===== src/rtl/fov_pkg.sv =====
// ----------------------------------------------------------------------------
// fov_pkg
// Shared widths, angle constants, arctangent table and register codes for the
// conical field-of-view margin block.
// ----------------------------------------------------------------------------
package fov_pkg;

  localparam int ANGLE_FRAC_BITS = 13;

  localparam logic [63:0] PI_Q60 = 64'h3243F6A8885A308D;
  localparam longint ANG_PI =
    longint'((PI_Q60 + (64'd1 << (59 - ANGLE_FRAC_BITS))) >> (60 - ANGLE_FRAC_BITS));
  localparam longint ANG_TWO_PI =
    longint'((PI_Q60 + (64'd1 << (58 - ANGLE_FRAC_BITS))) >> (59 - ANGLE_FRAC_BITS));

  localparam int CONE_W   = ANGLE_FRAC_BITS + 2;
  localparam int CLOCK_W  = ANGLE_FRAC_BITS + 3;
  localparam int MARGIN_W = ANGLE_FRAC_BITS + 4;
  localparam int ACC_W    = ANGLE_FRAC_BITS + 4;
  localparam int WIDE_W   = ANGLE_FRAC_BITS + 6;
  localparam int CORDIC_W = 64;
  localparam int CORDIC_GUARD_TOTAL = 60;
  localparam int MAX_STAGES = 32;

  // atan(2^-i) in radians Q.13, rounded half up
  localparam logic [ACC_W-1:0] ATAN_TAB [MAX_STAGES] = '{
    17'd6434, 17'd3798, 17'd2007, 17'd1019, 17'd511, 17'd256, 17'd128, 17'd64,
    17'd32,   17'd16,   17'd8,    17'd4,    17'd2,   17'd1,   17'd0,   17'd0,
    17'd0,    17'd0,    17'd0,    17'd0,    17'd0,   17'd0,   17'd0,   17'd0,
    17'd0,    17'd0,    17'd0,    17'd0,    17'd0,   17'd0,   17'd0,   17'd0
  };

  typedef enum logic [1:0] {
    REG_INNER_CONE = 2'd0,
    REG_OUTER_CONE = 2'd1,
    REG_MIN_CLOCK  = 2'd2,
    REG_MAX_CLOCK  = 2'd3
  } cfg_reg_t;

endpackage


===== src/rtl/fov_margin.sv =====
// ----------------------------------------------------------------------------
// fov_margin
// Folds the clock angle, forms cone and clock-window margins, takes the
// smallest and saturates; the last stage is the output register.
// ----------------------------------------------------------------------------
module fov_margin (
  input  logic                                 clk,
  input  logic                                 rst,
  input  logic                                 en,
  input  logic                                 in_valid,
  input  logic signed [fov_pkg::ACC_W-1:0]     cone_ang,
  input  logic signed [fov_pkg::ACC_W-1:0]     clock_ang,
  input  logic [fov_pkg::CONE_W-1:0]           inner,
  input  logic [fov_pkg::CONE_W-1:0]           outer,
  input  logic [fov_pkg::CLOCK_W-1:0]          cmin,
  input  logic [fov_pkg::CLOCK_W-1:0]          cmax,
  output logic                                 out_valid,
  output logic signed [fov_pkg::MARGIN_W-1:0]  margin
);
  import fov_pkg::*;

  localparam logic signed [WIDE_W-1:0] TWO_PI_W = WIDE_W'(ANG_TWO_PI);

  logic signed [WIDE_W-1:0] ang_w;
  logic signed [WIDE_W-1:0] clk_w;
  logic signed [WIDE_W-1:0] inner_w;
  logic signed [WIDE_W-1:0] outer_w;
  logic signed [WIDE_W-1:0] min_w;
  logic signed [WIDE_W-1:0] max_w;
  logic signed [WIDE_W-1:0] to_min;
  logic signed [WIDE_W-1:0] to_max;
  logic signed [WIDE_W-1:0] cm;

  logic signed [WIDE_W-1:0] lo_q;
  logic signed [WIDE_W-1:0] hi_q;
  logic signed [WIDE_W-1:0] cm_q;
  logic                     va_q;

  logic signed [WIDE_W-1:0] m;
  logic signed [MARGIN_W-1:0] margin_q;
  logic                       vb_q;

  always_comb begin
    ang_w   = cone_ang[ACC_W-1] ? '0 : WIDE_W'(cone_ang);
    clk_w   = WIDE_W'(clock_ang);
    inner_w = WIDE_W'(inner);
    outer_w = WIDE_W'(outer);
    min_w   = WIDE_W'(cmin);
    max_w   = WIDE_W'(cmax);
    if (clk_w < 0) begin
      clk_w = clk_w + TWO_PI_W;
    end
    if (clk_w >= TWO_PI_W) begin
      clk_w = clk_w - TWO_PI_W;
    end
    to_min = '0;
    to_max = '0;
    if (min_w <= max_w) begin
      if (clk_w < min_w) begin
        cm = clk_w - min_w;
      end else if (clk_w > max_w) begin
        cm = max_w - clk_w;
      end else begin
        to_min = clk_w - min_w;
        to_max = max_w - clk_w;
        cm     = (to_min < to_max) ? to_min : to_max;
      end
    end else if (clk_w >= min_w || clk_w <= max_w) begin
      // wrapping window, inside: distances may run through zero
      to_min = (clk_w >= min_w) ? clk_w - min_w : (TWO_PI_W - min_w) + clk_w;
      to_max = (clk_w <= max_w) ? max_w - clk_w : max_w + (TWO_PI_W - clk_w);
      cm     = (to_min < to_max) ? to_min : to_max;
    end else begin
      to_min = min_w - clk_w;
      to_max = clk_w - max_w;
      cm     = (to_min < to_max) ? -to_min : -to_max;
    end
  end

  always_ff @(posedge clk) begin
    if (rst) begin
      va_q <= 1'b0;
      vb_q <= 1'b0;
    end else if (en) begin
      va_q <= in_valid;
      vb_q <= va_q;
    end
  end

  always_comb begin
    m = (lo_q < hi_q) ? lo_q : hi_q;
    if (cm_q < m) begin
      m = cm_q;
    end
    if (m > TWO_PI_W) begin
      m = TWO_PI_W;
    end else if (m < -TWO_PI_W) begin
      m = -TWO_PI_W;
    end
  end

  always_ff @(posedge clk) begin
    if (en) begin
      lo_q     <= ang_w - inner_w;
      hi_q     <= outer_w - ang_w;
      cm_q     <= cm;
      margin_q <= m[MARGIN_W-1:0];
    end
  end

  assign out_valid = vb_q;
  assign margin    = margin_q;

endmodule


===== config.mk =====
export PLATFORM = sky130hd
export DESIGN_NAME = fov_margin
export DESIGN_NICKNAME = d
export VERILOG_FILES = /design/src/rtl/fov_pkg.sv /design/src/rtl/fov_margin.sv
export SDC_FILE = /design/constraint.sdc
export NUM_CORES = 1
export LEC_CHECK = 0
export ABC_AREA = 0
export BUFFER_PORTS_ARGS = -buffer_cell sky130_fd_sc_hd__buf_2
export CAP_MARGIN = 20
export CORE_ASPECT_RATIO = 0.5
export CORE_MARGIN = 4
export CORE_UTILIZATION = 40
export CTS_CLUSTER_DIAMETER = 150
export DETAILED_ROUTE_END_ITERATION = 16
export GPL_TIMING_DRIVEN = 0
export PLACE_DENSITY = 0.71
export SYNTH_ARGS = -nofsm -noshare
export SYNTH_HDL_FRONTEND = slang
export SYNTH_SLANG_ARGS = --single-unit

===== constraint.sdc =====
create_clock -name clk -period 7.4 [get_ports clk]
set_input_delay 0.37 -clock clk [delete_from_list [all_inputs] [get_ports clk]]
set_output_delay 0.37 -clock clk [all_outputs]
set_load 0.05 [all_outputs]

Yosys cells after proc, flatten, opt, wreduce, memory -nomap -nowiden
Index checks and enable logic that the tools add are counted.
- flip-flop bits (word level): 76
- input port bits: 100
- output and inout port bits: 18
- $add $sub $neg: 14
- magnitude comparators: 14
- multiplexer cells: 15
- reductions and logical operators: 2
- operators with widths (kind ; number):
    19-bit two-way mux ; 13
    19-bit < comparator ; 5
    17-bit by 19-bit adder with 19-bit output ; 2
    19-bit negator ; 2
    17-bit by 19-bit subtractor with 19-bit output ; 2
    19-bit by 17-bit subtractor with 19-bit output ; 2
    19-bit by 17-bit >= comparator with 1-bit output ; 1
    19-bit by 17-bit >= comparator with 1-bit output (second input constant) ; 1
    19-bit by 17-bit greater-than comparator with 1-bit output ; 1
    19-bit by 17-bit greater-than comparator with 1-bit output (second input constant) ; 1
    19-bit by 17-bit less-or-equal comparator with 1-bit output ; 1
    19-bit by 17-bit < comparator with 1-bit output ; 1
    19-bit by 17-bit < comparator with 1-bit output (second input constant) ; 1
    17-bit by 19-bit subtractor with 19-bit output (first input constant) ; 1
    19-bit by 17-bit subtractor with 19-bit output (second input constant) ; 1
    17-bit by 17-bit adder with 18-bit output (second input constant) ; 1
    17-bit by 1-bit < comparator with 1-bit output (second input constant) ; 1
    17-bit two-way mux ; 1
    15-bit by 16-bit subtractor with 17-bit output ; 1
    16-bit by 15-bit subtractor with 17-bit output ; 1
    16-bit by 16-bit subtractor with 17-bit output (first input constant) ; 1
    16-bit less-or-equal comparator ; 1
    16-bit two-way mux ; 1
    2-bit OR reduction ; 1
    1-bit logical OR ; 1

Longest topological paths before layout
- depth in word-level cells: 11
- mapped depth: 39

Least setup slack after synthesis
OpenSTA, ideal clock, no wires.
- kind: input -> register
- start: in clock_ang[4] in the netlist's numbering
- end: reg cm_q[13] (data pin)
- setup time: 261 ps
- arrival time: 7394 ps
- required time: 7139 ps
- slack: -254 ps
- stages: 35
- path buffers: 5
- cell sequence: ha_1 > buf_2 > nand3_1 > o21bai_1 > a311o_1 > a21oi_1 > o21ai_0 > a21oi_1 > a21o_1 > clkbuf_1 > o21ai_0 > xnor2_1 > ha_1 > buf_2 > and2_1 > a221oi_1 > o21ai_1 > a31oi_1 > a211oi_1 > nor4_4 > nor2_1 > buf_4 > mux2_2 > ha_1 > a21o_1 > a21o_1 > nor2_1 > a2111oi_0 > a21oi_1 > nor2_1 > nor2_1 > mux2_2 > clkbuf_1 > a21o_1 > a221o_1
- word-level cells in the longest chain between the ends: 11
- elaborated cells between the ends (all ways): 32
- ends and longest elaborated chain (element ; line ; RTL):
    from (decl) ; fov_margin.sv:12 ; input logic signed [fov_pkg::ACC_W-1:0] clock_ang,
    17-bit by 17-bit adder with 18-bit output / 17-bit by 1-bit < comparator with 1-bit output (equally long branches) ; fov_margin.sv:51, fov_margin.sv:50 ;
    19-bit two-way mux (*) ; fov_margin.sv:50 ; if (clk_w < 0) begin
    19-bit by 17-bit subtractor with 19-bit output / 19-bit by 17-bit >= comparator with 1-bit output (equally long branches) ; fov_margin.sv:54, fov_margin.sv:53 ;
    19-bit two-way mux (*) ; fov_margin.sv:53 ; if (clk_w >= TWO_PI_W) begin
    17-bit by 19-bit subtractor with 19-bit output ; fov_margin.sv:71 ; to_max = (clk_w <= max_w) ? max_w - clk_w : max_w + (TWO_PI_W - clk_w);
    17-bit by 19-bit adder with 19-bit output ; fov_margin.sv:71 ;
    19-bit two-way mux ; fov_margin.sv:71 ;
    19-bit < comparator ; fov_margin.sv:72 ; cm = (to_min < to_max) ? to_min : to_max;
    19-bit two-way mux ; fov_margin.sv:72 ;
    19-bit two-way mux ; fov_margin.sv:68 ; end else if (clk_w >= min_w || clk_w <= max_w) begin
    19-bit two-way mux (*) ; fov_margin.sv:58 ; if (min_w <= max_w) begin
    via cm[13] ; fov_margin.sv:32 ; logic signed [WIDE_W-1:0] cm;
    to (signal assigned) ; fov_margin.sv:106 ; cm_q <= cm;
    to (decl) ; fov_margin.sv:36 ; logic signed [WIDE_W-1:0] cm_q;
The timed path passes the listed nets; every way through them passes the cells marked *.
A chain may end at the register's enable or synchronous reset.

Worst setup path in the final report
- start: in clock_ang[5] in the netlist's numbering
- end: reg cm_q[2] (data pin)
The elaborated chain is that of the path after synthesis.

==> results_dict.tcl <==
set metrics [dict create \
    io_buffer_count 116 \
    clockRootBuffer "clkbuf_16" \
    clkLatencyLatePin_ns 0.33 \
    synthFlopType "edfxtp_1" \
    startpoint_type "input pin" \
    clockBufferDepth 2 \
    cts_tree "yes" \
    synth_edf_count 70 \
    seqPwrFrac_pct 13.7 \
    grt_first_pass_wirelength_mm 77.1 \
    antenna_left 0 \
    die_w_um 287 \
    setup_violations 4 \
    cts_max_level 3 \
    synth-adder-area-share_pct 21.8 \
    die_h_um 148 \
    critical_path.slowest_cell "ha_1" \
    dr_total_vias 15500 \
    syn_nets 2368 \
    clock-sinks 72 \
    synth_simple_gate_area_share_pct 19.1 \
    grt-ovfl-total 0 \
    min_period_ns 7.48 \
    die_area_um2 42400 \
    yosysWarnings 0 \
    hp-class "in -> reg" \
    syn2layout_area_growth_pct 17.5 \
    power_switching_mw 2.75 \
    hpwl_mm 41.4 \
    fmax_ghz 0.134 \
    synthMuxAreaShare_pct 4.13 \
    place_area_um2 16800 \
    worstMarginPinSlew_ns 0.932 \
    numCtsBuffers 9 \
    synth_xor_area_share_pct 8.19 \
    pwr-share-clk_pct 9.1 \
    path_delay_family "compound AO/OA/AOI/OAI gates" \
    power_density_nw_per_um2 290 \
    synth_top_area_share_pct 19.5 \
    first_pass_iters 5 \
    seq_area_frac_synth_pct 13.7 \
    crit_path_end_kind "flip-flop" \
    synth.top_cells.by_count "ha_1 (243), inv_1 (216), nor2_1 (176)" \
    path_clk_slew_ns 0.05 \
    swShare_pct 51.8 \
    worst-setup-path-type "in -> reg" \
    wirelength_mm 50.3 \
    row_count 50 \
    initial_core_util_pct 41.1 \
    wl_per_cell_um 18.7 \
    ir_drop_mv 0.133 \
    drive_gt1_share_pct 16.0 \
    slowest_delay_ns 0.42 \
    synth_cell_types 95 \
    avgSynthCellArea_um2 7.77 \
    rsz0062_at_grt "yes" \
    synth_seq_cells 72 \
    synth_cells 2007 \
    violations "setup timing" \
    synth_top_family_by_area "compound AO/OA/AOI/OAI gates" \
    worst_ep_required_time_ns 7.46 \
    async_reset_ff_share_pct 0 \
    pre_cts_ws_ns -2.30 \
    io_pins 118 \
    fin_nets 2525 \
    cp.arrival_ns 7.55 \
    critical_path_buf_inv_count 8 \
    synth_top_cell_by_area "ha_1" \
    comb_power_share_pct 77.2 \
    drt_iter0_markers 1093 \
    maxSlewHeadroom_pct 37.4 \
    grt_pass1_vias 14500 \
    status "finished, violations left" \
    grt_use_total_pct 22.5 \
    leakage_nw 8.39 \
    synth.most_common_cell "ha_1" \
    n_antenna_cell 0 \
    core_um2 37900 \
    drv_slew 0 \
    intPower_mw 2.56 \
    synth-compound-area-share_pct 25.9 \
    hold_viol_final 0 \
    fin_area_um2 18300 \
    crit_fanout 10 \
    setup_ws_ns -0.0842 \
    remaining_drc_errors 0 \
    syn_area_um2 15600 \
    clock_skew_ns 0.00583 \
    maxCapViolations 0 \
    vias_per_cell 5.76 \
    yosys-top-cells-area "ha_1 (19%), edfxtp_1 (13%), xnor2_1 (6.0%), inv_1 (5.2%), a21oi_1 (4.8%)" \
    place_congestion 0.954 \
    grt_max_degree 73 \
    antenna_found_initial 1 \
    period_share_pct 101 \
]
==> area by class of cell <==
class	count	area, um2
inverter	217	820
tap	520	651
clock inverter	6	106
fill	3697	19600
multi-input combinational	1656	13100
timing repair buffer	155	951
sequential	72	2140
buffer	53	353
clock buffer	10	229
==> timing repair <==
action | in CTS | in global routing
pin swaps | 31 | 51
endpoints found under the setup margin | 19 | 19
gates resized for setup | 92 | 90
hold buffers | 0 | 0
gates cloned | 1 | 2
setup buffers | 19 | 17
==> cell families after synthesis <==
logic type                 after synthesis
adders and majority gates              261
muxes                                   61
AOI/OAI and AO/OA                      596
xor gates and xnor gates               145
buffers and inverters                  279
DFF                                     72
and+or+nand+nor                        593
==> placed cells by master, fill, tap and decap left out, types with 17 or more instances in the layout <==
cell / netlist / layout
a21o_1: 59 / 58
and3_1: 23 / 22
mux2i_1: 43 / 34
o21ai_0: 101 / 91
nand2b_1: 41 / 40
xor2_1: 38 / 32
inv_1: 216 / 214
o21a_1: 25 / 25
a211oi_1: 38 / 31
buf_2: 19 / 128
nand4_1: 23 / 23
nand2_1: 127 / 124
fa_1: 18 / 18
buf_4: 3 / 37
edfxtp_1: 70 / 70
nand3_1: 47 / 44
nor2b_1: 27 / 26
clkbuf_1: 34 / 17
a21oi_1: 151 / 142
nor3_1: 39 / 39
nor2_1: 176 / 171
ha_1: 243 / 233
o21ai_1: 14 / 18
a31oi_1: 20 / 17
xnor2_1: 106 / 103
a21boi_0: 19 / 19
==> worst register-to-register path, cell delays in order, from the launching register on <==
cell and delay [ns]:
edfxtp_1 0.43, ha_1 0.34, a21o_1 0.18, a21oi_1 0.14, o211ai_1 0.13, a21oi_1 0.26
o21ai_1 0.27, nand2_1 0.20, clkbuf_1 0.38, clkbuf_1 0.36, nor2_1 0.07, a21oi_1 0.26
ha_1 0.31, a21oi_1 0.15, o211ai_1 0.12, a2111oi_0 0.45, o221ai_1 0.26, or2_2 0.36
o311ai_1 0.12, nand2_1 0.11, clkbuf_1 0.24, o31ai_1 0.78, buf_2 0.35, a21oi_1 0.08
==> power groups by stage <==
stage | logic (mW) | clock network (mW) | registers, mW
finish | 4.10 | 0.483 | 0.728
global route | 4.47 | 0.514 | 0.741
CTS | 3.80 | 0.495 | 0.730
detailed placement | 3.59 | 0 | 0.736
global placement | 3.56 | 0 | 0.732
floorplan | 2.47 | 0 | 0.874
==> registers in the layout, summed over array words and instances (netlist names) <==
register / flops
lo_q: 17
out_valid: 1
va_q: 1
hi_q: 17
margin: 17
cm_q: 19
==> per-stage QoR <==
step	utilization (%)	power (mW)	cells	setup TNS, ns	hold slack [ns]
3_3_place_gp	44.4	4.29	2643	-39.20	0.476
5_1_grt	48.3	5.72	2689	-3.44	0.212
4_1_cts	46.8	5.02	2673	0	0.196
6_report	48.3	5.31	2689	-0.145	0.215
3_5_place_dp	44.4	4.33	2643	-40.55	0.475
2_1_floorplan	-	3.35	2007	0	0.442
==> path summary, 6_finish.rpt <==
check | depth (start not counted) | end | from | slack, ns
worst min register to register | 2 | out_valid$_SDFFE_PP0P_ | out_valid$_SDFFE_PP0P_ | 0.49
worst max-delay path | 37 | cm_q[2]$_DFFE_PP_ | clock_ang[5] | -0.08
worst max register to register | 23 | margin[12]$_SDFFCE_PP0P_ | lo_q[5]$_DFFE_PP_ | 0.77
worst min-delay path | 2 | out_valid$_SDFFE_PP0P_ | rst | 0.21
==> routing by layer <==
metal | global-route usage [%] | vias up | share of wire (%)
li1 | - | 7573 | -
met1 | 31.3 | 7254 | 46
met2 | 37.1 | 582 | 45
met3 | 2.85 | 80 | 7.5
met4 | 5.50 | 2 | 2.2
met5 | 0 | - | 0.034
Note: power is estimated with default switching activity, not from simulation.
