$ cat src/rtl/fov_isqrt.sv
// ----------------------------------------------------------------------------
// fov_isqrt
// Pipelined floor square root of x^2 + y^2, one root bit per stage.
// ----------------------------------------------------------------------------
module fov_isqrt #(
  parameter int CW     = 16,
  parameter int SIDE_W = 48
) (
  input  logic                 clk,
  input  logic                 rst,
  input  logic                 en,
  input  logic                 in_valid,
  input  logic signed [CW-1:0] x,
  input  logic signed [CW-1:0] y,
  input  logic [SIDE_W-1:0]    side_in,
  output logic                 out_valid,
  output logic [CW-1:0]        root,
  output logic [SIDE_W-1:0]    side_out
);
  localparam int RW = 2 * CW;

  logic signed [RW-1:0] xx;
  logic signed [RW-1:0] yy;
  logic [RW-1:0]        xx_q;
  logic [RW-1:0]        yy_q;
  logic [SIDE_W-1:0]    side0_q;
  logic                 v0_q;

  logic [RW-1:0]     n_q    [CW+1];
  logic [RW-1:0]     r_q    [CW+1];
  logic [SIDE_W-1:0] side_q [CW+1];
  logic              v_q    [CW+1];

  assign xx = x * x;
  assign yy = y * y;

  always_ff @(posedge clk) begin
    if (rst) begin
      v0_q   <= 1'b0;
      v_q[0] <= 1'b0;
    end else if (en) begin
      v0_q   <= in_valid;
      v_q[0] <= v0_q;
    end
  end

  always_ff @(posedge clk) begin
    if (en) begin
      xx_q      <= xx;
      yy_q      <= yy;
      side0_q   <= side_in;
      n_q[0]    <= xx_q + yy_q;
      r_q[0]    <= '0;
      side_q[0] <= side0_q;
    end
  end

  for (genvar j = 0; j < CW; j++) begin : g_digit
    localparam logic [RW-1:0] BIT = RW'(1) << (2 * (CW - 1 - j));
    logic [RW-1:0] trial;
    logic          ge;

    assign trial = r_q[j] + BIT;
    assign ge    = n_q[j] >= trial;

    always_ff @(posedge clk) begin
      if (rst) begin
        v_q[j+1] <= 1'b0;
      end else if (en) begin
        v_q[j+1] <= v_q[j];
      end
    end

    always_ff @(posedge clk) begin
      if (en) begin
        n_q[j+1]    <= ge ? n_q[j] - trial : n_q[j];
        r_q[j+1]    <= ge ? (r_q[j] >> 1) + BIT : r_q[j] >> 1;
        side_q[j+1] <= side_q[j];
      end
    end
  end

  assign out_valid = v_q[CW];
  assign root      = r_q[CW][CW-1:0];
  assign side_out  = side_q[CW];

endmodule

$ cat config.mk
export PLATFORM = sky130hd
export DESIGN_NAME = fov_isqrt
export DESIGN_NICKNAME = d
export VERILOG_FILES = /design/src/rtl/fov_isqrt.sv
export SDC_FILE = /design/constraint.sdc
export NUM_CORES = 2
export LEC_CHECK = 0
export BUFFER_PORTS_ARGS = -buffer_cell sky130_fd_sc_hd__buf_2
export CORE_ASPECT_RATIO = 1.25
export CORE_MARGIN = 3
export CORE_UTILIZATION = 40
export DETAILED_ROUTE_END_ITERATION = 12
export GPL_ROUTABILITY_DRIVEN = 0
export HOLD_SLACK_MARGIN = 0.02
export SLEW_MARGIN = 5
export SYNTH_ARGS = -nofsm -noshare
export SYNTH_HDL_FRONTEND = slang
export SYNTH_SLANG_ARGS = --single-unit
export TNS_END_PERCENT = 100
$ cat constraint.sdc
create_clock -name clk -period 9.77 [get_ports clk]
set_input_delay 0.4885 -clock clk [delete_from_list [all_inputs] [get_ports clk]]
set_output_delay 0.4885 -clock clk [all_outputs]
set_load 0.02 [all_outputs]
After elaboration in Yosys (flattened, before gate mapping)
Memory sizes are Yosys's and may differ from the RTL's.
Index checks and enable logic that the tools add are counted.
{"block": "op_classes", "addsub": 49, "n_mul": 2, "order_cmp": 16, "mux": 55, "bitwise_logic": 17}
{"operator": "$mux W32", "count": 32}
{"operator": "$ge A32 B32 Y1", "count": 16}
{"operator": "$sub A32 B32 Y32", "count": 16}
{"operator": "$mul A16 B16 Y32", "count": 2}
{"operator": "$add A31 B1 Y32 const B", "count": 1}
{"operator": "$add A31 B11 Y32 const B", "count": 1}
{"operator": "$add A31 B13 Y32 const B", "count": 1}
{"operator": "$add A31 B15 Y32 const B", "count": 1}
{"operator": "$add A31 B17 Y32 const B", "count": 1}
{"operator": "$add A31 B19 Y32 const B", "count": 1}
{"operator": "$add A31 B21 Y32 const B", "count": 1}
{"operator": "$add A31 B23 Y32 const B", "count": 1}
{"operator": "$add A31 B25 Y32 const B", "count": 1}
{"operator": "$add A31 B27 Y32 const B", "count": 1}
{"operator": "$add A31 B29 Y32 const B", "count": 1}
{"operator": "$add A31 B3 Y32 const B", "count": 1}
{"operator": "$add A31 B31 Y32 const B", "count": 1}
{"operator": "$add A31 B5 Y32 const B", "count": 1}
{"operator": "$add A31 B7 Y32 const B", "count": 1}
{"operator": "$add A31 B9 Y32 const B", "count": 1}
{"operator": "$add A32 B1 Y32 const B", "count": 1}
{"operator": "$add A32 B11 Y32 const B", "count": 1}
{"operator": "$add A32 B13 Y32 const B", "count": 1}
{"operator": "$add A32 B15 Y32 const B", "count": 1}
{"operator": "other kinds (15)", "count": 53}
{"block": "totals", "reg_bits": 113, "ramBits": 1921, "elab_cells": 147, "memories": 4}
{"memory": "side_q", "depth": 17, "width": 48, "read_ports": 17, "rd_ports_with_merged_regs": 0, "write_ports": 17, "line_no": "31", "rtl": "logic [SIDE_W-1:0] side_q [CW+1];"}
{"memory": "n_q", "depth": 17, "width": 32, "read_ports": 16, "rd_ports_with_merged_regs": 0, "write_ports": 17, "line_no": "29", "rtl": "logic [RW-1:0] n_q [CW+1];"}
{"memory": "r_q", "depth": 17, "width": 32, "read_ports": 17, "rd_ports_with_merged_regs": 0, "write_ports": 17, "line_no": "30", "rtl": "logic [RW-1:0] r_q [CW+1];"}
{"memory": "v_q", "depth": 17, "width": 1, "read_ports": 17, "rd_ports_with_merged_regs": 0, "write_ports": 17, "line_no": "32", "rtl": "logic v_q [CW+1];"}

Longest topological paths before layout
{"block": "depth", "ltp_word": 4, "ltp_mapped": 25, "mapped_depth_nobuf": 24}

Worst setup path after synthesis
No wires, ideal clock.
{"block": "synth_path", "kind": "input -> register", "startpoint": "in y[15]", "endpoint": "reg yy_q[31], data pin", "setup_time_ps": 260, "arrival_time_ps": 6699, "setup_slack_ps": 2811, "cell_stages": 23, "n_path_buf": 3, "path_cell_list": "clkbuf_1 clkbuf_1 nand2_1 fa_1 inv_1 fa_1 fa_1 fa_1 fa_1 inv_1 fa_1 inv_1 ha_1 clkbuf_1 a21o_1 a21o_1 a21o_1 a21o_1 a2111o_1 o31a_1 a21o_1 a21oi_1 xnor2_1"}
{"block": "synth_between", "elab_chain_len": 1}
{"item": "start, declared", "line_no": "14", "rtl": "input logic signed [CW-1:0] y,"}
{"item": "$mul A16 B16 Y32", "line_no": "35", "rtl": "assign yy = y * y;"}
{"item": "via yy[31]", "line_no": "23", "rtl": "logic signed [RW-1:0] yy;"}
{"item": "end signal, assigned", "line_no": "50", "rtl": "yy_q <= yy;"}
{"item": "end, declared", "line_no": "25", "rtl": "logic [RW-1:0] yy_q;"}
The timed path passes the listed nets, and every way through them passes these cells.
A chain may end at the register's enable or synchronous reset.

Final worst setup path
Ends and elaborated chain as after synthesis.

==> report_table.html <==
<table>
<tr><th>Metric</th><th>Value</th></tr>
<tr><th colspan="2">Min path</th></tr>
<tr><td>Path class of the lowest-slack min-delay path</td><td>input pin to flop</td></tr>
<tr><td>Beginning of the worst hold path</td><td>y[0]</td></tr>
<tr><td>Worst hold stages</td><td>1</td></tr>
<tr><td>Worst min-delay path endpoint</td><td>yy_q[0]$_DFFE_PP_</td></tr>
<tr><th colspan="2">Floorplanning</th></tr>
<tr><td>Core Footprint</td><td>0.1910 mm^2</td></tr>
<tr><td># IOs</td><td>149</td></tr>
<tr><td>Floorplan die height</td><td>496.8 um</td></tr>
<tr><td>Number of placement rows</td><td>approximately 180</td></tr>
<tr><td>Starting density of the core</td><td>40.35%</td></tr>
<tr><td>Die X</td><td>approximately 400 um</td></tr>
<tr><td>Full die area</td><td>approximately 0.20 mm^2</td></tr>
<tr><th colspan="2">Yosys</th></tr>
<tr><td>Main flop type after synthesis</td><td>sky130_fd_sc_hd__edfxtp_1</td></tr>
<tr><td>Number of library cell types mapped by synthesis</td><td>82</td></tr>
<tr><td>Proportion of synthesized area in mux cells</td><td>0.2078%</td></tr>
<tr><td>Compound-cell area share of the yosys netlist</td><td>4.994%</td></tr>
<tr><td>Number of warnings issued by yosys</td><td>0</td></tr>
<tr><td>Post-synthesis sequential element count</td><td>1,592</td></tr>
<tr><td>Largest family of logic cells by synthesized area</td><td>adder cells</td></tr>
<tr><td>Synthesized netlist cell count</td><td>5,311</td></tr>
<tr><td>Synth Area in Adders</td><td>~18%</td></tr>
<tr><td>Area share of xor/xnor cells in the synthesized design</td><td>3.363%</td></tr>
<tr><td>Net Count, Synth</td><td>6,222</td></tr>
<tr><td>Part of the Yosys area used for sequential elements</td><td>62.00%</td></tr>
<tr><td>Post-synthesis share of cell area spent on and, or, nand and nor gates</td><td>6.935%</td></tr>
<tr><td>EDFF count, synth</td><td>approximately 1,600</td></tr>
<tr><td>Fraction of registers with async set or reset after synthesis</td><td>0%</td></tr>
<tr><td>Post-Syn Area per Cell</td><td>14.51 um^2</td></tr>
<tr><td>Summed instance area of the synthesized netlist</td><td>0.07709 mm^2</td></tr>
<tr><th colspan="2">Cells and area</th></tr>
<tr><td>Filler instances</td><td>around 17,000</td></tr>
<tr><td>Share of final-layout standard cells stronger than drive strength 1</td><td>7.794%</td></tr>
<tr><td>Layout overhead on the synthesized area</td><td>12.39%</td></tr>
<tr><td>Final-stage net count</td><td>6,519</td></tr>
<tr><td>Multi-input gate area</td><td>0.02583 mm^2</td></tr>
<tr><td>Final Instance Count excl. Fillers</td><td>8,273</td></tr>
<tr><td>Storage cell area</td><td>0.04780 mm^2</td></tr>
<tr><th colspan="2">Setup path</th></tr>
<tr><td>Worst R2R End</td><td>n_q[0][510]$_DFFE_PP_</td></tr>
<tr><td>Required time at the endpoint of the critical path</td><td>10.29 ns</td></tr>
<tr><td>Worst reg2reg path startpoint</td><td>r_q[1][206]$_DFFE_PP_</td></tr>
<tr><td>Crit path top cell by count</td><td>sky130_fd_sc_hd__fa_1</td></tr>
<tr><td>Highest-delay cell along the critical path</td><td>sky130_fd_sc_hd__fa_1</td></tr>
<tr><td>Worst setup path category</td><td>input pin to flop</td></tr>
<tr><td>Category of the worst setup path launch point</td><td>input pin</td></tr>
<tr><td>Cell-by-cell trace of the critical path</td><td>buf_2 -&gt; inv_1 -&gt; nor2_1 -&gt; fa_1 -&gt; fa_1 -&gt; fa_1 -&gt; fa_1 -&gt; fa_1 -&gt; inv_1 -&gt; fa_1 -&gt; inv_1 -&gt; ha_1 -&gt; a21o_1 -&gt; a21o_1 -&gt; a21o_1 -&gt; a21o_1 -&gt; a2111o_1 -&gt; o31a_1 -&gt; a21o_1 -&gt; a21oi_1 -&gt; xnor2_1</td></tr>
<tr><td>Cell type group with the largest total delay on the critical path</td><td>adder cells</td></tr>
<tr><td>Worst R2R Setup Slack</td><td>5.94 ns</td></tr>
<tr><td>Worst-path fanout max</td><td>20</td></tr>
<tr><td>Worst EP arrival</td><td>around 7.2 ns</td></tr>
<tr><td>Crit path buf inv count</td><td>4</td></tr>
<tr><td>Longest individual stage delay on the worst path</td><td>0.89 ns</td></tr>
<tr><td>Type of destination of the critical path</td><td>flop</td></tr>
<tr><td>Path depth of the worst reg2reg path</td><td>10</td></tr>
<tr><th colspan="2">STA</th></tr>
<tr><td>Transition time at the pin with the least slew margin</td><td>between 1 and 1.5 ns</td></tr>
<tr><td>Worst max-slew margin expressed relative to the limit</td><td>30.06%</td></tr>
<tr><td>Setup_tns</td><td>0 ns</td></tr>
<tr><td>Time the final worst path needs with I/O delays and setup</td><td>6.647 ns</td></tr>
<tr><td>Fmax achieved</td><td>150.4 MHz</td></tr>
<tr><td>Max Slew Vio Count</td><td>0</td></tr>
<tr><td>Post-route clock skew</td><td>0.04544 ns</td></tr>
<tr><td>Final number of setup-violating endpoints</td><td>0</td></tr>
<tr><td>Final clock period utilization by the worst path</td><td>68.04%</td></tr>
<tr><td>Final Hold Viols</td><td>0</td></tr>
<tr><td>Setup repair after global routing missed its margin</td><td>no</td></tr>
<tr><th colspan="2">Power</th></tr>
<tr><td>Power density of the placed cells</td><td>between 300 and 400 mW/mm^2</td></tr>
<tr><td>Leakage dissipation</td><td>34.36 nW</td></tr>
<tr><td>Peak ir drop on the vdd network</td><td>0.5283 mV</td></tr>
<tr><th colspan="2">Clock network</th></tr>
<tr><td>CTS Root Buffer Type</td><td>sky130_fd_sc_hd__clkbuf_16</td></tr>
<tr><td>Number of buffers added for setup after CTS</td><td>0</td></tr>
<tr><td>CTS Buffer Depth</td><td>3</td></tr>
<tr><td>Clock sink count</td><td>1,592</td></tr>
<tr><td>Clock-pin slew of the registers on the worst-case setup and hold paths</td><td>0.06 ns</td></tr>
<tr><td>CTS H-Tree Depth</td><td>4</td></tr>
<tr><td>Clock tree from TritonCTS</td><td>built</td></tr>
<tr><td>Number of buffers inserted during clock tree synthesis</td><td>160</td></tr>
<tr><td>Post-cts resize count</td><td>0</td></tr>
<tr><td>Insertion delay to the later sink of the worst-skew pair</td><td>0.78 ns</td></tr>
<tr><th colspan="2">Routing</th></tr>
<tr><td>Antenna-violating nets left</td><td>0</td></tr>
<tr><td>Total Routed Length</td><td>129,100 um</td></tr>
<tr><td>Post-detailed-route wirelength per cell</td><td>approximately 16 um</td></tr>
<tr><td>Number of DRC markers in iteration 0</td><td>approximately 2,200</td></tr>
<tr><td>Drt drc</td><td>0</td></tr>
<tr><td>Drt via density</td><td>4.765</td></tr>
<tr><td>Vias after detailed routing</td><td>39,420</td></tr>
<tr><td>Pre-Repair DR Iteration Count</td><td>5</td></tr>
<tr><th colspan="2">Global routing</th></tr>
<tr><td>Aggregate global-route resource usage</td><td>13.26%</td></tr>
<tr><td>Global-route congestion overflow total</td><td>0</td></tr>
<tr><td>Pin count of the biggest net entering global routing</td><td>194</td></tr>
<tr><td>Number of antenna violations at the first check in global routing</td><td>6</td></tr>
<tr><td>Wire length of the first global-routing pass</td><td>211,300 um</td></tr>
<tr><td>Number of global-route vias before repair</td><td>42,240</td></tr>
<tr><th colspan="2">Placed design</th></tr>
<tr><td>Number of placed cells counting well taps</td><td>7,930</td></tr>
<tr><td>Count of input and output buffers</td><td>148</td></tr>
<tr><td>Sum of net half-perimeters after detailed placement</td><td>91,540 um</td></tr>
<tr><th colspan="2">Job</th></tr>
<tr><td>Count of max-cap constraint violations</td><td>0</td></tr>
<tr><th colspan="2">Outcome</th></tr>
<tr><td>Outcome</td><td>finished, final reports clean</td></tr>
</table>
==> state kept, by name, summed over array words and instances, names as in the netlist <==
name,flops
v0_q,1
side_q,816
xx_q,31
side0_q,48
yy_q,31
r_q,136
n_q,512
v_q,17
==> final cells by class <==
| type | count | share of cell area [%] |
|---|---|---|
| Multi-Input combinational cell | 2803 | 29.81 |
| Clock buffer | 191 | 4.755 |
| Clock inverter | 98 | 1.303 |
| Antenna cell | 4 | 0.01155 |
| Timing Repair Buffer | 216 | 1.678 |
| Sequential cell | 1592 | 55.16 |
| Tap cell | 2534 | 3.659 |
| Inverter | 835 | 3.617 |
==> power breakdown <==
group | leakage, nW | internal, mW | switching [mW]
clock | 2.52 | 3.41 | 2.58
sequential | 15.5 | 9.28 | 0.456
combinational | 16.4 | 5.74 | 7.38
total | 34.4 | 18.4 | 10.4
==> through the flow <==
stage	hold slack, ns	area (um^2)	utilization [%]	setup WS, ns	power (mW)
floorplan	0.4003	77090	-	2.811	19.85
global placement	0.4003	80880	42.34	2.386	22.82
detailed placement	0.4045	80880	42.34	2.329	23.11
CTS	0.05322	86630	45.35	3.203	29.29
global route	0.09515	86630	45.35	2.886	31.29
finish	0.1570	86640	45.35	3.123	28.84
==> cells in the final DEF (no fill, tap or decap), types with 32 or more instances in the layout <==
cell	count
sky130_fd_sc_hd__nand2_1	328
sky130_fd_sc_hd__ha_1	358
sky130_fd_sc_hd__nor4_1	72
sky130_fd_sc_hd__clkbuf_16	160
sky130_fd_sc_hd__buf_2	147
sky130_fd_sc_hd__nor3_1	80
sky130_fd_sc_hd__xnor2_1	177
sky130_fd_sc_hd__dlygate4sd3_1	50
sky130_fd_sc_hd__inv_1	834
sky130_fd_sc_hd__xor2_1	119
sky130_fd_sc_hd__nor2_1	188
sky130_fd_sc_hd__o31ai_1	32
sky130_fd_sc_hd__nor2b_1	39
sky130_fd_sc_hd__o21a_1	56
sky130_fd_sc_hd__nand3_1	42
sky130_fd_sc_hd__and2_1	105
sky130_fd_sc_hd__edfxtp_1	1591
sky130_fd_sc_hd__fa_1	469
sky130_fd_sc_hd__a21oi_1	160
sky130_fd_sc_hd__nand2b_1	53
sky130_fd_sc_hd__o21ai_0	145
sky130_fd_sc_hd__a21o_1	68
==> Yosys cell counts, types with 4 or more instances <==
cell,count,area (um^2)
sky130_fd_sc_hd__a2111oi_0,6,52.55
sky130_fd_sc_hd__a211oi_1,17,127.6
sky130_fd_sc_hd__a21boi_0,10,75.07
sky130_fd_sc_hd__a21o_1,68,510.5
sky130_fd_sc_hd__a21oi_1,160,800.8
sky130_fd_sc_hd__a31o_2,11,96.34
sky130_fd_sc_hd__a31oi_1,10,62.56
sky130_fd_sc_hd__and2_1,105,656.9
sky130_fd_sc_hd__and3_1,17,106.4
sky130_fd_sc_hd__and4_1,6,52.55
sky130_fd_sc_hd__buf_2,5,25.02
sky130_fd_sc_hd__buf_6,4,45.04
sky130_fd_sc_hd__clkbuf_1,69,259.0
sky130_fd_sc_hd__edfxtp_1,1591,47780
sky130_fd_sc_hd__fa_1,469,9389
sky130_fd_sc_hd__ha_1,358,4479
sky130_fd_sc_hd__inv_1,834,3131
sky130_fd_sc_hd__mux2_2,8,90.09
sky130_fd_sc_hd__mux2i_1,7,70.07
sky130_fd_sc_hd__nand2_1,328,1231
sky130_fd_sc_hd__nand2b_1,53,331.6
sky130_fd_sc_hd__nand3_1,42,210.2
sky130_fd_sc_hd__nand3b_1,5,37.54
sky130_fd_sc_hd__nand4_1,31,193.9
sky130_fd_sc_hd__nand4b_1,7,61.31
sky130_fd_sc_hd__nor2_1,188,705.7
sky130_fd_sc_hd__nor2b_1,39,244.0
sky130_fd_sc_hd__nor3_1,80,400.4
sky130_fd_sc_hd__nor3b_1,10,75.07
sky130_fd_sc_hd__nor4_1,72,450.4
sky130_fd_sc_hd__nor4b_1,19,166.4
sky130_fd_sc_hd__o2111ai_1,5,43.79
sky130_fd_sc_hd__o211ai_1,10,75.07
sky130_fd_sc_hd__o21a_1,56,420.4
sky130_fd_sc_hd__o21ai_0,145,725.7
sky130_fd_sc_hd__o21ai_1,14,70.07
sky130_fd_sc_hd__o21bai_1,15,112.6
sky130_fd_sc_hd__o31ai_1,32,240.2
sky130_fd_sc_hd__or2_2,14,87.58
sky130_fd_sc_hd__or3_1,21,131.4
sky130_fd_sc_hd__or4_1,11,82.58
sky130_fd_sc_hd__xnor2_1,177,1550
sky130_fd_sc_hd__xor2_1,119,1042
==> how the worst max path moves through the flow <==
stage,start,end,slack [ns],cells after the start
2_1_floorplan,y[15],yy_q[31]$_DFFE_PP_,2.81,23
3_3_place_gp,y[15],yy_q[31]$_DFFE_PP_,2.39,21
3_5_place_dp,y[15],yy_q[31]$_DFFE_PP_,2.33,21
4_1_cts,y[15],yy_q[31]$_DFFE_PP_,3.20,21
5_1_grt,y[15],yy_q[31]$_DFFE_PP_,2.89,21
6_report,y[15],yy_q[31]$_DFFE_PP_,3.12,21
==> kinds of logic after synthesis <==
family / Yosys count
AO/OA/AOI/OAI: 605
AND/OR/NAND/NOR: 1060
multiplexers: 15
buffers and inverters: 916
XOR/XNOR: 296
adder cells (fa/ha/maj): 827
flip-flops: 1592
==> repair_timing <==
| action | CTS | global route |
|---|---|---|
| endpoints found under the setup margin | 0 | 0 |
| hold buffers | 50 | 0 |
| endpoints found under the hold margin | 49 | 0 |
==> metal layers <==
| metal | vias to the layer above | global-route usage (%) | part of all wire, % | routed length (um) |
|---|---|---|---|---|
| met5 | - | 0 | 0 | 0 |
| met3 | 290 | 2.246 | 3.6 | 4588 |
| met4 | 0 | 5.522 | 3.8 | 4956 |
| met1 | 19330 | 14.57 | 39 | 49750 |
| li1 | 19130 | - | - | - |
| met2 | 676 | 24.96 | 54 | 69850 |
No activity file was read; power rests on OpenSTA's default activity.
