<file path="src/rtl/fov_pkg.sv">
// ----------------------------------------------------------------------------
// fov_pkg
// Shared widths, angle constants, arctangent table and register codes for the
// conical field-of-view margin block.
// ----------------------------------------------------------------------------
package fov_pkg;

  localparam int ANGLE_FRAC_BITS = 13;

  localparam logic [63:0] PI_Q60 = 64'h3243F6A8885A308D;
  localparam longint ANG_PI =
    longint'((PI_Q60 + (64'd1 << (59 - ANGLE_FRAC_BITS))) >> (60 - ANGLE_FRAC_BITS));
  localparam longint ANG_TWO_PI =
    longint'((PI_Q60 + (64'd1 << (58 - ANGLE_FRAC_BITS))) >> (59 - ANGLE_FRAC_BITS));

  localparam int CONE_W   = ANGLE_FRAC_BITS + 2;
  localparam int CLOCK_W  = ANGLE_FRAC_BITS + 3;
  localparam int MARGIN_W = ANGLE_FRAC_BITS + 4;
  localparam int ACC_W    = ANGLE_FRAC_BITS + 4;
  localparam int WIDE_W   = ANGLE_FRAC_BITS + 6;
  localparam int CORDIC_W = 64;
  localparam int CORDIC_GUARD_TOTAL = 60;
  localparam int MAX_STAGES = 32;

  // atan(2^-i) in radians Q.13, rounded half up
  localparam logic [ACC_W-1:0] ATAN_TAB [MAX_STAGES] = '{
    17'd6434, 17'd3798, 17'd2007, 17'd1019, 17'd511, 17'd256, 17'd128, 17'd64,
    17'd32,   17'd16,   17'd8,    17'd4,    17'd2,   17'd1,   17'd0,   17'd0,
    17'd0,    17'd0,    17'd0,    17'd0,    17'd0,   17'd0,   17'd0,   17'd0,
    17'd0,    17'd0,    17'd0,    17'd0,    17'd0,   17'd0,   17'd0,   17'd0
  };

  typedef enum logic [1:0] {
    REG_INNER_CONE = 2'd0,
    REG_OUTER_CONE = 2'd1,
    REG_MIN_CLOCK  = 2'd2,
    REG_MAX_CLOCK  = 2'd3
  } cfg_reg_t;

endpackage

</file>
<file path="src/rtl/fov_cordic.sv">
// ----------------------------------------------------------------------------
// fov_cordic
// Pipelined vectoring CORDIC computing atan2(b, a) in radians Q.13,
// one rotation per stage, clamped to [-pi, pi].
// ----------------------------------------------------------------------------
module fov_cordic #(
  parameter int IW     = 17,
  parameter int GUARD  = 44,
  parameter int STAGES = 16
) (
  input  logic                                clk,
  input  logic                                rst,
  input  logic                                en,
  input  logic                                in_valid,
  input  logic signed [IW-1:0]                b,
  input  logic signed [IW-1:0]                a,
  output logic                                out_valid,
  output logic signed [fov_pkg::ACC_W-1:0]    angle
);
  import fov_pkg::*;

  localparam int DW = CORDIC_W;
  localparam logic signed [ACC_W-1:0] PI_A = ACC_W'(ANG_PI);

  logic                   fixed;
  logic                   a_neg;
  logic signed [IW:0]     a_n;
  logic signed [IW:0]     b_n;
  logic signed [ACC_W-1:0] acc0;

  logic signed [DW-1:0]    xs_q  [STAGES+1];
  logic signed [DW-1:0]    ys_q  [STAGES+1];
  logic signed [ACC_W-1:0] acc_q [STAGES+1];
  logic                    fix_q [STAGES+1];
  logic                    v_q   [STAGES+1];
  logic                    v_out_q;
  logic signed [ACC_W-1:0] angle_q;

  always_comb begin
    fixed = (b == '0);
    a_neg = a[IW-1];
    a_n   = a_neg ? -{a[IW-1], a} : {a[IW-1], a};
    b_n   = a_neg ? -{b[IW-1], b} : {b[IW-1], b};
    if (fixed) begin
      acc0 = a_neg ? PI_A : '0;
    end else if (a_neg) begin
      acc0 = b[IW-1] ? -PI_A : PI_A;
    end else begin
      acc0 = '0;
    end
  end

  always_ff @(posedge clk) begin
    if (rst) begin
      v_q[0] <= 1'b0;
    end else if (en) begin
      v_q[0] <= in_valid;
    end
  end

  always_ff @(posedge clk) begin
    if (en) begin
      xs_q[0]  <= {{(DW-IW-1){a_n[IW]}}, a_n} <<< GUARD;
      ys_q[0]  <= {{(DW-IW-1){b_n[IW]}}, b_n} <<< GUARD;
      acc_q[0] <= acc0;
      fix_q[0] <= fixed;
    end
  end

  for (genvar i = 0; i < STAGES; i++) begin : g_rot
    logic signed [DW-1:0]    dx;
    logic signed [DW-1:0]    dy;
    logic signed [ACC_W-1:0] t;
    logic                    up;

    assign dx = ys_q[i] >>> i;
    assign dy = xs_q[i] >>> i;
    assign t  = ATAN_TAB[i];
    assign up = ys_q[i] > 0;

    always_ff @(posedge clk) begin
      if (rst) begin
        v_q[i+1] <= 1'b0;
      end else if (en) begin
        v_q[i+1] <= v_q[i];
      end
    end

    always_ff @(posedge clk) begin
      if (en) begin
        xs_q[i+1]  <= up ? xs_q[i] + dx : xs_q[i] - dx;
        ys_q[i+1]  <= up ? ys_q[i] - dy : ys_q[i] + dy;
        fix_q[i+1] <= fix_q[i];
        if (fix_q[i]) begin
          acc_q[i+1] <= acc_q[i];
        end else begin
          acc_q[i+1] <= up ? acc_q[i] + t : acc_q[i] - t;
        end
      end
    end
  end

  always_ff @(posedge clk) begin
    if (rst) begin
      v_out_q <= 1'b0;
    end else if (en) begin
      v_out_q <= v_q[STAGES];
    end
  end

  always_ff @(posedge clk) begin
    if (en) begin
      if (acc_q[STAGES] > PI_A) begin
        angle_q <= PI_A;
      end else if (acc_q[STAGES] < -PI_A) begin
        angle_q <= -PI_A;
      end else begin
        angle_q <= acc_q[STAGES];
      end
    end
  end

  assign out_valid = v_out_q;
  assign angle     = angle_q;

endmodule

</file>
<file path="config.mk">
export PLATFORM = sky130hd
export DESIGN_NAME = fov_cordic
export DESIGN_NICKNAME = d
export VERILOG_FILES = /design/src/rtl/fov_pkg.sv /design/src/rtl/fov_cordic.sv
export SDC_FILE = /design/constraint.sdc
export NUM_CORES = 2
export LEC_CHECK = 0
export ABC_CLOCK_PERIOD_IN_PS = 8950
export BUFFER_PORTS_ARGS = -buffer_cell sky130_fd_sc_hd__buf_4
export CORE_ASPECT_RATIO = 1.25
export CORE_MARGIN = 2
export CORE_UTILIZATION = 40
export CTS_CLUSTER_DIAMETER = 50
export CTS_CLUSTER_SIZE = 20
export DETAILED_ROUTE_END_ITERATION = 7
export GPL_TIMING_DRIVEN = 1
export RECOVER_POWER = 50
export SYNTH_ARGS = -nofsm -noshare
export SYNTH_HDL_FRONTEND = slang
export SYNTH_SLANG_ARGS = --single-unit
export TNS_END_PERCENT = 50
</file>
<file path="constraint.sdc">
create_clock -name clk -period 8.95 [get_ports clk]
set_clock_uncertainty 0.1 [all_clocks]
set_input_delay 0.4475 -clock clk [delete_from_list [all_inputs] [get_ports clk]]
set_output_delay 0.4475 -clock clk [all_outputs]
set_load 0.1 [all_outputs]
</file>
; After elaboration in Yosys (flattened, before gate mapping)
; Memory sizes are Yosys's and may differ from the RTL's. A register that Yosys moved wholly into a read port is not among the register bits.
; Index checks and enable logic that the tools add are counted.
[totals]
regBits = 17
ram_bits = 2499
in_bits = 38
output_inout_bits = 18
memories = 5
[memory_table]
columns = name, depth, word_bits, rd, rd_ports_with_merged_regs, write_ports, line_no
row1 = xs_q, 17, 64, 16, 0, 17, fov_cordic.sv:31  ; logic signed [DW-1:0] xs_q [STAGES+1];
row2 = ys_q, 17, 64, 16, 0, 17, fov_cordic.sv:32  ; logic signed [DW-1:0] ys_q [STAGES+1];
row3 = acc_q, 17, 17, 17, 0, 17, fov_cordic.sv:33  ; logic signed [ACC_W-1:0] acc_q [STAGES+1];
row4 = fix_q, 17, 1, 16, 0, 17, fov_cordic.sv:34  ; logic fix_q [STAGES+1];
row5 = v_q, 17, 1, 17, 1, 17, fov_cordic.sv:35  ; logic v_q [STAGES+1];
[classes]
addsub = 93
order_cmp = 18
n_mux = 188
bitwise_logic = 33
n_reduce_logical = 2
[op_table]
columns = operator, n
row1 = 64-bit two-way mux, 32
row2 = "64-bit by 1-bit > comparator with 1-bit output, second input constant", 16
row3 = 17-bit two-way mux, 34
row4 = 64-bit by 49-bit adder with 64-bit output, 2
row5 = 64-bit by 50-bit adder with 64-bit output, 2
row6 = 64-bit by 51-bit adder with 64-bit output, 2
row7 = 64-bit by 52-bit adder with 64-bit output, 2
row8 = 64-bit by 53-bit adder with 64-bit output, 2
row9 = 64-bit by 54-bit adder with 64-bit output, 2
row10 = 64-bit by 55-bit adder with 64-bit output, 2
row11 = 64-bit by 56-bit adder with 64-bit output, 2
row12 = 64-bit by 57-bit adder with 64-bit output, 2
row13 = 64-bit by 58-bit adder with 64-bit output, 2
row14 = 64-bit by 59-bit adder with 64-bit output, 2
row15 = 64-bit by 60-bit adder with 64-bit output, 2
row16 = 64-bit by 61-bit adder with 64-bit output, 2
row17 = 64-bit by 62-bit adder with 64-bit output, 2
row18 = 64-bit by 63-bit adder with 64-bit output, 2
row19 = 64-bit by 49-bit subtractor with 64-bit output, 2
row20 = 64-bit by 50-bit subtractor with 64-bit output, 2
row21 = 64-bit by 51-bit subtractor with 64-bit output, 2
row22 = 64-bit by 52-bit subtractor with 64-bit output, 2
row23 = 64-bit by 53-bit subtractor with 64-bit output, 2
row24 = 64-bit by 54-bit subtractor with 64-bit output, 2
row25 = other kinds (46), 210

; Depth between registers and ports, before layout
; An unclocked memory read counts as a cell.
[logic_depth]
ltp_word = 5
depth_mapped = 30

; Least setup slack after synthesis
; Ideal clock, no wire load.
[synth_timing]
path_type = flip-flop to flip-flop
start = memory ys_q[0][655] (netlist name)
end = memory xs_q[0][765] (netlist name) (data pin)
setup_time_ps = 265
arrival_ps = 6885
setup_slack_ps = 1700
path_stages_with_launch = 29
path_buffers = 2
path_cell_list = edfxtp_1 > or4_1 > or3_1 > nor3_2 > nand2_1 > or4_1 > or3_1 > nor4_2 > nand4_2 > nor2b_1 > buf_2 > buf_2 > o21ai_1 > xor2_1 > ha_1 > and3_1 > and4_1 > nand2_1 > a2111oi_0 > o2111ai_1 > nor4b_1 > o21ba_2 > o221a_2 > o21ai_0 > a41oi_1 > o2111ai_1 > nand3_1 > o21ai_0 > xor2_1
[synth_lines]
columns = item, line_no
row1 = from (decl), fov_cordic.sv:32
row2 = to (decl), fov_cordic.sv:31

==> flow_summary.html <==
<table>
<tr><th>Metric</th><th>Value</th></tr>
<tr><th colspan="2">Floorplan</th></tr>
<tr><td>Starting Density</td><td>40.2%</td></tr>
<tr><td>Total core area</td><td>290,000 um2</td></tr>
<tr><td>Number of top-level design ports</td><td>56</td></tr>
<tr><td>Die boundary height</td><td>607 um</td></tr>
<tr><td>Die ar.</td><td>295,000 um2</td></tr>
<tr><td>Count of standard-cell rows</td><td>approximately 220</td></tr>
<tr><td>Chip Width</td><td>around 490 um</td></tr>
<tr><th colspan="2">Worst hold path</th></tr>
<tr><td>Hold Path Depth</td><td>3</td></tr>
<tr><td>Hold path endpoint</td><td>out_valid$_SDFFE_PP0P_</td></tr>
<tr><td>Worst Hold Launch</td><td>rst</td></tr>
<tr><td>Kind of path behind the tightest hold check</td><td>primary input to flop</td></tr>
<tr><th colspan="2">Drt</th></tr>
<tr><td>Final wirelength</td><td>between 300 and 400 mm</td></tr>
<tr><td>Vias per cell</td><td>5.58</td></tr>
<tr><td>Vias after detailed routing</td><td>91,447</td></tr>
<tr><td>DRC violation count after routing</td><td>0</td></tr>
<tr><td>Number of iterations in the first detailed-routing pass</td><td>5</td></tr>
<tr><td>Routed wire length on met3</td><td>9.72 mm</td></tr>
<tr><td>First-iteration detailed-routing DRC count</td><td>4,948</td></tr>
<tr><td>DR top layer</td><td>met4</td></tr>
<tr><td>Metal2 WL</td><td>about 170 mm</td></tr>
<tr><td>Met1 Wirelength</td><td>between 100 and 150 mm</td></tr>
<tr><td>Remaining antenna violation count after routing</td><td>0</td></tr>
<tr><td>DR WL/cell</td><td>20.1 um</td></tr>
<tr><th colspan="2">Place</th></tr>
<tr><td>Number of buffer cells added on primary ports</td><td>55</td></tr>
<tr><td>Hpwl dp</td><td>268 mm</td></tr>
<tr><td>Total placed instance area</td><td>121,000 um2</td></tr>
<tr><td>Final estimated routing congestion in global placement</td><td>0.979</td></tr>
<tr><th colspan="2">CTS</th></tr>
<tr><td>Post-CTS clock slew at the launch and capture registers of the worst setup and hold paths</td><td>about 0.06 ns</td></tr>
<tr><td>CTS sink cnt</td><td>1,385</td></tr>
<tr><td>Root buffer cell</td><td>sky130_fd_sc_hd__clkbuf_16</td></tr>
<tr><td>TritonCTS clock tree</td><td>built</td></tr>
<tr><td>CTS H-tree depth</td><td>4</td></tr>
<tr><td>Longest Clk Path Bufs</td><td>4</td></tr>
<tr><td>Number of CTS-inserted buffers</td><td>about 180</td></tr>
<tr><td>Count of buffers added by post-CTS timing repair for setup</td><td>0</td></tr>
<tr><td>Skew-Pair Late Insertion Delay</td><td>~0.91 ns</td></tr>
<tr><th colspan="2">Synthesis</th></tr>
<tr><td>Warnings, synthesis</td><td>0</td></tr>
<tr><td>Avg Cell Area, Syn</td><td>9.41 um2</td></tr>
<tr><td>Primary flip-flop cell chosen by synthesis mapping</td><td>sky130_fd_sc_hd__edfxtp_1</td></tr>
<tr><td>Number of distinct library cells after synthesis</td><td>107</td></tr>
<tr><td>Number of synthesized flops with an enable pin</td><td>1,384</td></tr>
<tr><td>Top cells by area in the synthesized netlist</td><td>sky130_fd_sc_hd__edfxtp_1 36%, sky130_fd_sc_hd__ha_1 12%, sky130_fd_sc_hd__xnor2_1 9.0%, sky130_fd_sc_hd__xor2_1 5.0%, sky130_fd_sc_hd__a21oi_1 4.9%</td></tr>
<tr><td>Post-synth top area share</td><td>a little over a third</td></tr>
<tr><td>Syn nets</td><td>~14,000</td></tr>
<tr><td>Fraction of the yosys area taken by sequential cells</td><td>35.7%</td></tr>
<tr><td>Cell area after synthesis</td><td>116,000 um2</td></tr>
<tr><td>Post-synth top area cell</td><td>sky130_fd_sc_hd__edfxtp_1</td></tr>
<tr><td>Count of state elements after synthesis</td><td>approximately 1,400</td></tr>
<tr><td>Gate count after technology mapping</td><td>12,374</td></tr>
<tr><td>Fraction of registers with async set or reset after synthesis</td><td>0%</td></tr>
<tr><th colspan="2">Critical path</th></tr>
<tr><td>Setup slack of the worst register-to-register path</td><td>0.38 ns</td></tr>
<tr><td>Startpoint kind of the worst setup timing path</td><td>flop</td></tr>
<tr><td>Maximum fanout along the worst path</td><td>13</td></tr>
<tr><td>Beginning of the worst register-to-register path</td><td>ys_q[0][568]$_DFFE_PP_</td></tr>
<tr><td>Crit path capture type</td><td>flop</td></tr>
<tr><td>Critical Setup Path Class</td><td>flop to flop</td></tr>
<tr><td>Critical path data required time</td><td>9.43 ns</td></tr>
<tr><td>Data arrival time of the critical path</td><td>9.05 ns</td></tr>
<tr><td>FF-to-FF path depth</td><td>22</td></tr>
<tr><td>End of the worst register-to-register path</td><td>ys_q[0][639]$_DFFE_PP_</td></tr>
<tr><th colspan="2">Final layout</th></tr>
<tr><td>Fillers</td><td>28,143</td></tr>
<tr><td>Layout Cell Area excl Fill</td><td>128,000 um2</td></tr>
<tr><td>Nets</td><td>13,679</td></tr>
<tr><td>Proportion of layout cells with a drive suffix above 1</td><td>under 10%</td></tr>
<tr><td>Signed area change from the synthesized netlist to the final layout</td><td>10.1%</td></tr>
<tr><th colspan="2">GRT</th></tr>
<tr><td>Pin count of the biggest net entering global routing</td><td>186</td></tr>
<tr><td>Initial antenna violation count</td><td>2</td></tr>
<tr><td>Vias in the first global route</td><td>about 90,000</td></tr>
<tr><td>Global-route wire length before repair</td><td>around 510 mm</td></tr>
<tr><td>Global route overflow</td><td>0</td></tr>
<tr><td>GRT Util Overall</td><td>21.8%</td></tr>
<tr><th colspan="2">STA</th></tr>
<tr><td>Worst Max-Slew Pin Slew</td><td>3.66 ns</td></tr>
<tr><td>Total setup violations reported at the end of the flow</td><td>0</td></tr>
<tr><td>Highest clock frequency the design can meet</td><td>0.117 GHz</td></tr>
<tr><td>Endpoints failing hold</td><td>0</td></tr>
<tr><td>Setup total negative slack</td><td>0 ns</td></tr>
<tr><td>Unrepaired setup endpoints after global routing</td><td>false</td></tr>
<tr><td>Min Clock Period, post-route</td><td>8.57 ns</td></tr>
<tr><td>Post-route clock period utilization</td><td>95.7%</td></tr>
<tr><td>Slew Limit Headroom</td><td>-144%</td></tr>
<tr><td>Number of pins exceeding their max-slew limit in the final report</td><td>between 1,000 and 1,500</td></tr>
<tr><th colspan="2">Run status</th></tr>
<tr><td>Run status</td><td>finished with violations</td></tr>
<tr><td>Failing checks</td><td>capacitance limit, slew limit</td></tr>
<tr><th colspan="2">Flow run</th></tr>
<tr><td>Max-cap violation count</td><td>21</td></tr>
</table>
-- sequential cells by signal, summed over array words and instances (netlist names) --
register   flops
ys_q         572
fix_q         14
out_valid      1
xs_q         491
v_q           17
acc_q        273
angle         17
-- how the worst max path moves through the flow --
stage                                      start                endpoint
after floorplan           ys_q[0][655]$_DFFE_PP_  xs_q[0][765]$_DFFE_PP_
after global placement    ys_q[0][655]$_DFFE_PP_  xs_q[0][766]$_DFFE_PP_
after detailed placement  ys_q[0][655]$_DFFE_PP_  xs_q[0][766]$_DFFE_PP_
after CTS                 ys_q[0][655]$_DFFE_PP_  xs_q[0][766]$_DFFE_PP_
after global routing      ys_q[0][655]$_DFFE_PP_  xs_q[0][761]$_DFFE_PP_
final                     ys_q[0][568]$_DFFE_PP_  ys_q[0][639]$_DFFE_PP_
-- Yosys cell counts, types with 81 or more instances --
master                     count
sky130_fd_sc_hd__or3_1       139
sky130_fd_sc_hd__clkbuf_1    273
sky130_fd_sc_hd__o21bai_1    200
sky130_fd_sc_hd__o31ai_1     206
sky130_fd_sc_hd__nor3_1      227
sky130_fd_sc_hd__nand3_1     202
sky130_fd_sc_hd__xnor2_1    1202
sky130_fd_sc_hd__nor4_1      145
sky130_fd_sc_hd__nand2_1     864
sky130_fd_sc_hd__or4_1        83
sky130_fd_sc_hd__o41ai_1      98
sky130_fd_sc_hd__nand2b_1    183
sky130_fd_sc_hd__o21a_1      107
sky130_fd_sc_hd__nor2_1      816
sky130_fd_sc_hd__xor2_1      663
sky130_fd_sc_hd__and3_1      106
sky130_fd_sc_hd__edfxtp_1   1384
sky130_fd_sc_hd__and2_1       81
sky130_fd_sc_hd__a31oi_1     101
sky130_fd_sc_hd__a21o_1      546
sky130_fd_sc_hd__o21ai_0     873
sky130_fd_sc_hd__ha_1       1149
sky130_fd_sc_hd__inv_1       532
sky130_fd_sc_hd__nand4_1     124
sky130_fd_sc_hd__nor2b_1     169
sky130_fd_sc_hd__a21oi_1    1139
-- through the flow --
step           hold WS, ns  util, %  setup slack (ns)  instances
6_report             0.201     44.2             0.383      16398
5_1_grt              0.189     44.2            0.0166      16395
4_1_cts              0.141     44.3             0.121      16394
3_5_place_dp         0.305     41.9             0.160      16014
3_3_place_gp         0.302     41.9             0.195      16014
2_1_floorplan        0.300        -              1.70      12374
-- final cells by class --
| type | instances | area (um2) | share of cell area, % |
|---|---|---|---|
| well taps | 3791 | 4740 | 3.70 |
| clock buffers | 195 | 4690 | 3.66 |
| multi-input cells | 10123 | 71600 | 55.9 |
| clock inverters | 133 | 1770 | 1.38 |
| diodes | 4 | 10.0 | 0.00781 |
| flip-flops and latches | 1385 | 41600 | 32.4 |
| repair buffers | 222 | 1690 | 1.32 |
| inverters | 545 | 2050 | 1.60 |
-- worst max-delay path, stage by stage, from the launching register on --
cell and delay [ns]:
sky130_fd_sc_hd__edfxtp_1 0.50, sky130_fd_sc_hd__or4_1 0.62, sky130_fd_sc_hd__or4_1 0.71, sky130_fd_sc_hd__nor3_1 1.46, sky130_fd_sc_hd__a21oi_4 0.33, sky130_fd_sc_hd__clkinv_1 0.13
sky130_fd_sc_hd__nor2_1 0.06, sky130_fd_sc_hd__xor2_1 0.15, sky130_fd_sc_hd__ha_1 0.29, sky130_fd_sc_hd__a21o_1 0.18, sky130_fd_sc_hd__a21o_1 0.25, sky130_fd_sc_hd__a2111oi_0 0.67
sky130_fd_sc_hd__o21ai_0 0.40, sky130_fd_sc_hd__and3_1 0.29, sky130_fd_sc_hd__o211ai_1 0.42, sky130_fd_sc_hd__nand3_1 0.22, sky130_fd_sc_hd__a31oi_1 0.36, sky130_fd_sc_hd__o21ai_0 0.24
sky130_fd_sc_hd__a41o_1 0.32, sky130_fd_sc_hd__nor3_1 0.19, sky130_fd_sc_hd__o21bai_1 0.12, sky130_fd_sc_hd__a21oi_1 0.20, sky130_fd_sc_hd__xor2_1 0.08
-- what timing repair did --
| action | 4_1_cts | 5_1_grt |
|---|---|---|
| gates resized for setup | 0 | 10 |
| hold buffers | 52 | 0 |
| endpoints found under the setup margin | 0 | 15 |
| endpoints found under the hold margin | 72 | 0 |
-- cell families after synthesis --
logic type                 share of synthesized area [%]
DFF                                                 35.7
muxes                                              0.258
buffers and inverters                               2.82
xor gates and xnor gates                            14.0
other                                            0.00322
AOI/OAI and AO/OA                                   20.3
adders and majority gates                           12.9
and+or+nand+nor                                     14.0
-- layer usage --
| layer | GRT usage, % | vias to the layer above |
|---|---|---|
| met1 | 22.7 | 42663 |
| met3 | 1.96 | 868 |
| li1 | - | 45994 |
| met2 | 41.1 | 1922 |
| met5 | 0 | - |
| met4 | 14.4 | 0 |
-- layout by cell type (no fill, tap or decap), drive strengths merged, types with 200 or more instances in the layout --
cell type	netlist	routed
nor2	816	816
clkbuf	274	239
a21oi	1141	1141
nand3	202	202
nand2	864	864
nor3	231	231
ha	1149	1149
edfxtp	1384	1384
inv	537	586
xor2	663	663
o21bai	200	200
xnor2	1202	1202
o31ai	211	211
o21ai	896	896
a21o	546	546
Power is not shown: default switching activity piles up to over one toggle a cycle in this logic, so the estimate is an artifact.
